## src/rtl/sslms_pkg.sv

```systemverilog
`timescale 1ns / 1ps
// shared constants and controller/datapath interface types for the sign-sign lms predictor
package sslms_pkg;

  localparam int MAX_TAPS  = 32;
  localparam int ADDR_W    = $clog2(MAX_TAPS);
  localparam int TAPS_W    = 6;
  localparam int SAMPLE_W  = 24;
  localparam int RES_W     = 25;
  localparam int WEIGHT_W  = 32;
  localparam int PRED_W    = 32;
  localparam int PROD_W    = WEIGHT_W + SAMPLE_W;
  localparam int SHIFT_16  = 9;
  localparam int SHIFT_24  = 8;
  localparam int CFG_IDX_W = 1;
  localparam int CFG_W     = TAPS_W;

  localparam logic [CFG_IDX_W-1:0] REG_TAPS_IN_USE = 1'd0;
  localparam logic [CFG_IDX_W-1:0] REG_PCM_24_BIT  = 1'd1;

  localparam logic KIND_UPDATE = 1'b0;
  localparam logic KIND_CLEAR  = 1'b1;

  typedef struct packed {
    logic              start;
    logic              clr_mem;
    logic              rd_en;
    logic [ADDR_W-1:0] rd_addr;
    logic              load_out;
    logic              pcm_24_bit;
  } cmd_t;

  typedef struct packed {
    logic pipe_busy;
  } stat_t;

endpackage

```

## src/rtl/sslms_datapath.sv

```systemverilog
`timescale 1ns / 1ps
// tap memories, weight update, multiply and accumulate pipeline
module sslms_datapath (
  input  logic                                clk,
  input  logic                                rst,
  input  sslms_pkg::cmd_t                     cmd,
  output sslms_pkg::stat_t                    stat,
  input  logic signed [sslms_pkg::SAMPLE_W-1:0] sample,
  input  logic signed [sslms_pkg::RES_W-1:0]    residual,
  output logic signed [sslms_pkg::PRED_W-1:0]   prediction
);

  logic [sslms_pkg::SAMPLE_W-1:0] hist_mem [sslms_pkg::MAX_TAPS];
  logic [sslms_pkg::WEIGHT_W-1:0] w_mem    [sslms_pkg::MAX_TAPS];
  logic [sslms_pkg::MAX_TAPS-1:0] entry_ok;

  logic signed [sslms_pkg::SAMPLE_W-1:0] sample_q;
  logic                                  res_pos;
  logic                                  res_neg;

  logic [sslms_pkg::SAMPLE_W-1:0] hist_rd;
  logic [sslms_pkg::WEIGHT_W-1:0] w_rd;
  logic                           rd_ok;
  logic                           rd_v;
  logic [sslms_pkg::ADDR_W-1:0]   rd_addr_q;
  logic [sslms_pkg::SAMPLE_W-1:0] prev_h;

  logic [sslms_pkg::SAMPLE_W-1:0] old_h;
  logic [sslms_pkg::WEIGHT_W-1:0] old_w;
  logic [sslms_pkg::WEIGHT_W-1:0] delta;
  logic [sslms_pkg::WEIGHT_W-1:0] new_w;
  logic [sslms_pkg::SAMPLE_W-1:0] new_h;
  logic                           h_pos;
  logic                           h_neg;

  logic signed [sslms_pkg::WEIGHT_W-1:0] ma;
  logic signed [sslms_pkg::SAMPLE_W-1:0] mb;
  logic                                  m_v;
  logic signed [sslms_pkg::PROD_W-1:0]   prod;
  logic                                  p_v;
  logic [sslms_pkg::PRED_W-1:0]          acc;
  logic [sslms_pkg::PRED_W-1:0]          term;

  // entries never written since the last clear read as zero
  assign old_h = rd_ok ? hist_rd : '0;
  assign old_w = rd_ok ? w_rd : '0;
  assign h_neg = old_h[sslms_pkg::SAMPLE_W-1];
  assign h_pos = (old_h != '0) && !h_neg;

  always_comb begin
    if ((res_pos && h_pos) || (res_neg && h_neg)) begin
      delta = sslms_pkg::WEIGHT_W'(1);
    end else if ((res_pos && h_neg) || (res_neg && h_pos)) begin
      delta = '1;
    end else begin
      delta = '0;
    end
  end

  assign new_w = old_w + delta;
  // tap 0 takes the new sample, every other tap the old value of its neighbour
  assign new_h = (rd_addr_q == '0) ? sample_q : prev_h;

  assign term = cmd.pcm_24_bit ? prod[sslms_pkg::SHIFT_24 +: sslms_pkg::PRED_W]
                               : prod[sslms_pkg::SHIFT_16 +: sslms_pkg::PRED_W];

  assign stat.pipe_busy = rd_v | m_v | p_v;

  always_ff @(posedge clk) begin
    if (cmd.rd_en) begin
      hist_rd <= hist_mem[cmd.rd_addr];
      w_rd    <= w_mem[cmd.rd_addr];
    end
    if (rd_v) begin
      hist_mem[rd_addr_q] <= new_h;
      w_mem[rd_addr_q]    <= new_w;
    end
  end

  always_ff @(posedge clk) begin
    if (rst) begin
      entry_ok <= '0;
      rd_v     <= 1'b0;
      m_v      <= 1'b0;
      p_v      <= 1'b0;
      rd_ok    <= 1'b0;
    end else begin
      if (cmd.clr_mem) begin
        entry_ok <= '0;
      end else if (rd_v) begin
        entry_ok[rd_addr_q] <= 1'b1;
      end
      if (cmd.rd_en) begin
        rd_ok <= entry_ok[cmd.rd_addr];
      end
      rd_v <= cmd.rd_en;
      m_v  <= rd_v;
      p_v  <= m_v;
    end
  end

  always_ff @(posedge clk) begin
    if (cmd.start) begin
      sample_q <= sample;
      res_neg  <= residual[sslms_pkg::RES_W-1];
      res_pos  <= (residual != '0) && !residual[sslms_pkg::RES_W-1];
    end
    if (cmd.rd_en) begin
      rd_addr_q <= cmd.rd_addr;
    end
    if (rd_v) begin
      prev_h <= old_h;
      ma     <= new_w;
      mb     <= new_h;
    end
    prod <= ma * mb;
    if (cmd.start) begin
      acc <= '0;
    end else if (p_v) begin
      acc <= acc + term;
    end
    if (cmd.load_out) begin
      prediction <= acc;
    end
  end

endmodule

```

## src/rtl/sslms_controller.sv

```systemverilog
`timescale 1ns / 1ps
// configuration registers, handshakes and tap sequencing
module sslms_controller (
  input  logic                                 clk,
  input  logic                                 rst,
  input  logic                                 cfg_write,
  input  logic [sslms_pkg::CFG_IDX_W-1:0]      cfg_index,
  input  logic [sslms_pkg::CFG_W-1:0]          cfg_data,
  input  logic                                 in_valid,
  output logic                                 in_ready,
  input  logic                                 kind,
  output logic                                 out_valid,
  input  logic                                 out_ready,
  output sslms_pkg::cmd_t                      cmd,
  input  sslms_pkg::stat_t                     stat
);

  typedef enum logic [1:0] {
    S_IDLE,
    S_ISSUE,
    S_DRAIN,
    S_OUT
  } state_t;

  state_t                      state;
  logic [sslms_pkg::TAPS_W-1:0] taps_in_use;
  logic                        pcm_24_bit;
  logic [sslms_pkg::TAPS_W-1:0] n_act;
  logic [sslms_pkg::TAPS_W-1:0] cnt;
  logic [sslms_pkg::TAPS_W-1:0] cnt_next;
  logic [sslms_pkg::TAPS_W-1:0] n_clip;
  logic                        accept;

  assign in_ready = (state == S_IDLE);
  assign accept   = in_valid && in_ready;
  assign cnt_next = cnt + sslms_pkg::TAPS_W'(1);
  assign n_clip   = (taps_in_use > sslms_pkg::TAPS_W'(sslms_pkg::MAX_TAPS))
                    ? sslms_pkg::TAPS_W'(sslms_pkg::MAX_TAPS) : taps_in_use;

  always_comb begin
    cmd            = '0;
    cmd.pcm_24_bit = pcm_24_bit;
    cmd.rd_addr    = cnt[sslms_pkg::ADDR_W-1:0];
    case (state)
      S_IDLE: begin
        cmd.start   = accept;
        cmd.clr_mem = accept && (kind == sslms_pkg::KIND_CLEAR);
      end
      S_ISSUE: begin
        cmd.rd_en = 1'b1;
      end
      S_OUT: begin
        cmd.load_out = !out_valid || out_ready;
      end
      default: begin
        cmd.rd_en = 1'b0;
      end
    endcase
  end

  always_ff @(posedge clk) begin
    if (rst) begin
      state       <= S_IDLE;
      taps_in_use <= sslms_pkg::TAPS_W'(sslms_pkg::MAX_TAPS);
      pcm_24_bit  <= 1'b0;
      out_valid   <= 1'b0;
      cnt         <= '0;
      n_act       <= '0;
    end else begin
      if (cfg_write) begin
        case (cfg_index)
          sslms_pkg::REG_TAPS_IN_USE: taps_in_use <= cfg_data[sslms_pkg::TAPS_W-1:0];
          sslms_pkg::REG_PCM_24_BIT:  pcm_24_bit  <= cfg_data[0];
          default:                    pcm_24_bit  <= pcm_24_bit;
        endcase
      end

      if (cmd.load_out) begin
        out_valid <= 1'b1;
      end else if (out_ready) begin
        out_valid <= 1'b0;
      end

      case (state)
        S_IDLE: begin
          if (accept) begin
            cnt   <= '0;
            n_act <= n_clip;
            // clear words and a zero tap count skip the tap sweep
            if ((kind == sslms_pkg::KIND_CLEAR) || (n_clip == '0)) begin
              state <= S_OUT;
            end else begin
              state <= S_ISSUE;
            end
          end
        end
        S_ISSUE: begin
          cnt <= cnt_next;
          if (cnt_next == n_act) begin
            state <= S_DRAIN;
          end
        end
        S_DRAIN: begin
          if (!stat.pipe_busy) begin
            state <= S_OUT;
          end
        end
        S_OUT: begin
          if (cmd.load_out) begin
            state <= S_IDLE;
          end
        end
        default: begin
          state <= S_IDLE;
        end
      endcase
    end
  end

endmodule

```

## src/rtl/sign_sign_lms_predictor_top.sv

```systemverilog
`timescale 1ns / 1ps
// Sign-sign LMS audio predictor: one input word (update or clear) gives one prediction word.
// An update word adapts each active tap weight by sign(residual) times sign(history), shifts
// the history line and returns the next prediction; a clear word zeroes history and weights
// and returns 0. Taps are swept one per cycle through a read port and a write port on each
// tap memory, followed by a three-stage update, multiply and accumulate pipeline. An update
// word passes through S_ISSUE, S_DRAIN and S_OUT (a tap count above 32 acts as 32); a clear
// word or a zero tap count goes from S_IDLE straight to S_OUT. S_OUT loads the result into
// the output register once that register is free, and the next input word can be taken in
// the cycle after that. One word is worked on at a time; the next input word is taken as soon
// as the result is in the output register, even if it has not yet been taken.
// Configuration writes (taps_in_use at index 0, pcm_24_bit at index 1) take effect at once
// and must only be issued while the block is idle.
module sign_sign_lms_predictor_top (
  input  logic                                  clk,
  input  logic                                  rst,
  input  logic                                  cfg_write,
  input  logic [sslms_pkg::CFG_IDX_W-1:0]       cfg_index,
  input  logic [sslms_pkg::CFG_W-1:0]           cfg_data,
  input  logic                                  in_valid,
  output logic                                  in_ready,
  input  logic                                  kind,
  input  logic signed [sslms_pkg::SAMPLE_W-1:0] sample,
  input  logic signed [sslms_pkg::RES_W-1:0]    residual,
  output logic                                  out_valid,
  input  logic                                  out_ready,
  output logic signed [sslms_pkg::PRED_W-1:0]   prediction
);

  sslms_pkg::cmd_t  cmd;
  sslms_pkg::stat_t stat;

  sslms_controller u_ctrl (
    .clk       (clk),
    .rst       (rst),
    .cfg_write (cfg_write),
    .cfg_index (cfg_index),
    .cfg_data  (cfg_data),
    .in_valid  (in_valid),
    .in_ready  (in_ready),
    .kind      (kind),
    .out_valid (out_valid),
    .out_ready (out_ready),
    .cmd       (cmd),
    .stat      (stat)
  );

  sslms_datapath u_dp (
    .clk        (clk),
    .rst        (rst),
    .cmd        (cmd),
    .stat       (stat),
    .sample     (sample),
    .residual   (residual),
    .prediction (prediction)
  );

  // a word is only taken with the tap pipeline empty
  a_idle_pipe_empty: assert property (@(posedge clk) disable iff (rst)
    in_ready |-> !stat.pipe_busy)
    else $error("input taken while tap pipeline busy");

  // the block is busy in the cycle after taking a word
  a_busy_after_accept: assert property (@(posedge clk) disable iff (rst)
    (in_valid && in_ready) |=> !in_ready)
    else $error("ready stayed high after accepting a word");

  // a result appears only when the output register was loaded
  a_out_from_load: assert property (@(posedge clk) disable iff (rst)
    $rose(out_valid) |-> $past(cmd.load_out))
    else $error("out_valid rose without an output load");

  // no tap reads are issued while a result is being loaded
  a_no_read_on_load: assert property (@(posedge clk) disable iff (rst)
    cmd.load_out |-> (!cmd.rd_en && !stat.pipe_busy))
    else $error("output loaded while taps still in flight");

endmodule
```

## config.mk

```make
export PLATFORM = sky130hd
export DESIGN_NAME = sign_sign_lms_predictor_top
export DESIGN_NICKNAME = d
export VERILOG_FILES = /design/src/rtl/sslms_pkg.sv /design/src/rtl/sslms_datapath.sv /design/src/rtl/sslms_controller.sv /design/src/rtl/sign_sign_lms_predictor_top.sv
export SDC_FILE = /design/constraint.sdc
export NUM_CORES = 2
export LEC_CHECK = 0
export BUFFER_PORTS_ARGS = -buffer_cell sky130_fd_sc_hd__buf_2
export CORE_MARGIN = 8
export CORE_UTILIZATION = 50
export DETAILED_ROUTE_END_ITERATION = 16
export GPL_ROUTABILITY_DRIVEN = 0
export PLACE_DENSITY = 0.65
export SLEW_MARGIN = 40
export SYNTH_ARGS = -nofsm -noshare
export SYNTH_HDL_FRONTEND = slang
export SYNTH_SLANG_ARGS = --single-unit
```

## constraint.sdc

```tcl
create_clock -name clk -period 12.7 [get_ports clk]
set_clock_uncertainty 0.15 [all_clocks]
set_input_delay 1.27 -clock clk [delete_from_list [all_inputs] [get_ports clk]]
set_output_delay 1.27 -clock clk [all_outputs]
set_load 0.1 [all_outputs]
```

==> metrics.txt <==
run status=completed; die width=468 um; clock tree buffer depth=3; most frequent cells in the layout=1,991 x edfxtp_1, 650 x inv_1, 576 x fa_1, 570 x mux4_2, 408 x nand2_1; CTS tree=done; Cell Chain, Critical Path=buf_4, nand2_1, fa_1, fa_1, fa_1, fa_1, inv_1, fa_1, fa_1, inv_1, fa_1, inv_1, ha_1, a21o_1, a21o_1, a21o_1, a221oi_1, o21ai_0, a41oi_2, o211ai_1, a31oi_2, o21bai_1, xnor2_1; NumNets Final=7,036; Syn-to-layout area delta=12.3%; Setup-failing EPs final=0; I/O pin count=between 90 and 100; largest driver fanout on the critical path=17; Yosys top cell area share=0.584; mapped cell area=102,000 um^2; Routed Antenna Nets=0; wire per inst=29.0 um; Placed Area=approximately 110,000 um^2; CP peak stage delay=0.78 ns; Compound-Gate Fraction of Synth Area=0.0200; Port Buffers=95; Seq/Total Area, Yosys=0.608; Residual DRC=0; CP max-delay cell=edfxtp_1; Overflow after GRT=0; die height=468 um; area leader, netlist=edfxtp_1; Clock Tree Root=clkbuf_16; RSZ-0062 raised after global routing=no; hpwl dp=163,000 um; Hold-fix buffers, CTS=0; multiplexer share of the synthesized area=0.140; max_slew headroom=0.400; dominant cells by area after synthesis=edfxtp_1 58%, mux4_2 13%, fa_1 11%; fin crit share=0.594; drt via density=5.93; largest net degree at the start of global routing=84; Starting Density=0.501; Detailed Route WL=263,000 um; cell mode on critical path=fa_1; Crit. End Element=flop; core area=204,000 um^2; Final Cell Area=between 100,000 and 150,000 um^2; initial detailed-routing violation count=6,094; critical path class=flop to flop; Post-CTS Setup Inserts=0; syn nets=6,811; commonest non-fill, non-tap cell in the layout=edfxtp_1; fmax=approximately 130 MHz; Post-Synth Adder-Cell Area=0.137; CP required=between 10 and 15 ns; Post-Synth Simple-Gate Area=0.0495; Yosys reg bits=2,114; Global Route Usage Sum=0.241; vias in the first global route=55,979; first-pass GRT wire length=385,000 um; main combinational cell family by area after synthesis=multiplexers; Cells after DPL=8,669; Final min period=7.55 ns; Post-synth EDFFs=1,991; Slew @ Worst Pin=0.893 ns; pins over their slew limit=0; top_reg_cell synth=edfxtp_1; max cap viols=0; initial antenna violation count=12; fin cells=9,078; xor and xnor fraction of the mapped netlist area=0.0110; critical path launch point type=flop; layout cells sized above 1=0.218; Synth Instances=5,975; ys async rst share=0; Yosys warning count=0; CP arrival=about 8.1 ns; die area=219,000 um^2; H-tree Lvls=4; PostCTS Resize Cnt=0; CTS buffer count=212; num rows=166; Reg clk slew, reported paths=0.06 ns; vias=between 50,000 and 60,000; Netlist cell types=between 70 and 80; Worst-Skew Late Latency=0.87 ns; Hold Crit Class=flop to flop; critical path's top delay family=adder cells; Bufs and invs on worst path=4; Final Hold Viols=0; clock sinks=2,114; first-pass iteration count of the detailed router=6; setup TNS=0 ns; Avg Cell Area, Syn=17.1 um^2
-- state kept, by name, indices dropped and copies added (netlist names), 32 cells and up --
name             flops
u_dp.w_rd           32
u_dp.acc            32
u_dp.hist_mem      768
u_dp.ma             32
u_dp.entry_ok       32
u_dp.prod           33
u_dp.prediction     32
u_dp.w_mem        1024
-- layer usage --
metal | part of all wire | global-route usage | routed length, um
met1 | 0.41 | 0.339 | 108000
met2 | 0.48 | 0.390 | 126000
met3 | 0.078 | 0.0402 | 20600
met4 | 0.032 | 0.0737 | 8420
met5 | 0.000027 | 0 | 7
-- cell type report --
cell class              count  area [um^2]
inverters                 651         2440
multi-input cells        2927        37300
repair buffers            294         2720
clock inverters           137         1280
well taps                2688         3360
fillers                 15538        89200
clock buffers             258         5560
flip-flops and latches   2114        62300
diodes                      9         22.5
-- path summary, 6_finish.rpt --
path,cells after the start,to,slack [ns],from
worst max-delay path,23,u_dp.prod[40]$_DFF_P_,5.15,u_dp.mb[3]$_DFFE_PP_
worst min-delay path,1,u_dp.p_v$_SDFF_PP0_,0.28,u_dp.m_v$_SDFF_PP0_
worst max register to register,23,u_dp.prod[40]$_DFF_P_,5.15,u_dp.mb[3]$_DFFE_PP_
worst min register to register,1,u_dp.p_v$_SDFF_PP0_,0.28,u_dp.m_v$_SDFF_PP0_
-- worst register-to-register path, cell delays in order, from the launching register on --
cell      delay [ns]
edfxtp_1        0.78
buf_4           0.40
nand2_1         0.13
fa_1            0.58
fa_1            0.44
fa_1            0.51
fa_1            0.52
inv_1           0.06
fa_1            0.49
fa_1            0.49
inv_1           0.05
fa_1            0.47
inv_1           0.04
ha_1            0.33
a21o_1          0.18
a21o_1          0.19
a21o_1          0.21
a221oi_1        0.24
o21ai_0         0.16
a41oi_2         0.34
o211ai_1        0.19
a31oi_2         0.24
o21bai_1        0.10
xnor2_1         0.12
-- metrics by stage --
step / util / hold slack [ns] / setup WS, ns
4_1_cts: 0.562 / 0.280 / 5.16
5_1_grt: 0.563 / 0.297 / 4.84
6_report: 0.563 / 0.281 / 5.15
2_1_floorplan: - / 0.256 / 5.98
3_5_place_dp: 0.529 / 0.299 / 5.11
3_3_place_gp: 0.523 / 0.291 / 5.20
-- cells by family after synthesis --
group,after synthesis
buf+inv,934
xor+xnor,129
compound gates,297
simple gates,1020
mux,707
flops,2114
fa+ha+maj,774
-- Yosys cell counts (6+ instances only) --
| master | n |
|---|---|
| o21bai_1 | 14 |
| ha_1 | 197 |
| buf_1 | 44 |
| o21ai_0 | 39 |
| nand3b_1 | 12 |
| fa_1 | 577 |
| nor3_1 | 19 |
| o21a_1 | 50 |
| a21oi_1 | 82 |
| nor4_1 | 14 |
| mux2i_1 | 27 |
| nor2b_1 | 27 |
| nor2_1 | 121 |
| clkbuf_1 | 234 |
| a31oi_1 | 6 |
| edfxtp_1 | 1991 |
| mux2_2 | 110 |
| and2_1 | 344 |
| mux4_2 | 570 |
| and3_1 | 10 |
| nand3_1 | 17 |
| nand2_1 | 408 |
| nand2b_1 | 19 |
| a211oi_1 | 15 |
| a21o_1 | 30 |
| a211o_1 | 6 |
| inv_1 | 651 |
| xor2_1 | 38 |
| xnor2_1 | 91 |
| nand4_1 | 11 |
| dfxtp_1 | 123 |
Power is not shown: default switching activity piles up to over one toggle a cycle in this logic, so the estimate is an artifact.
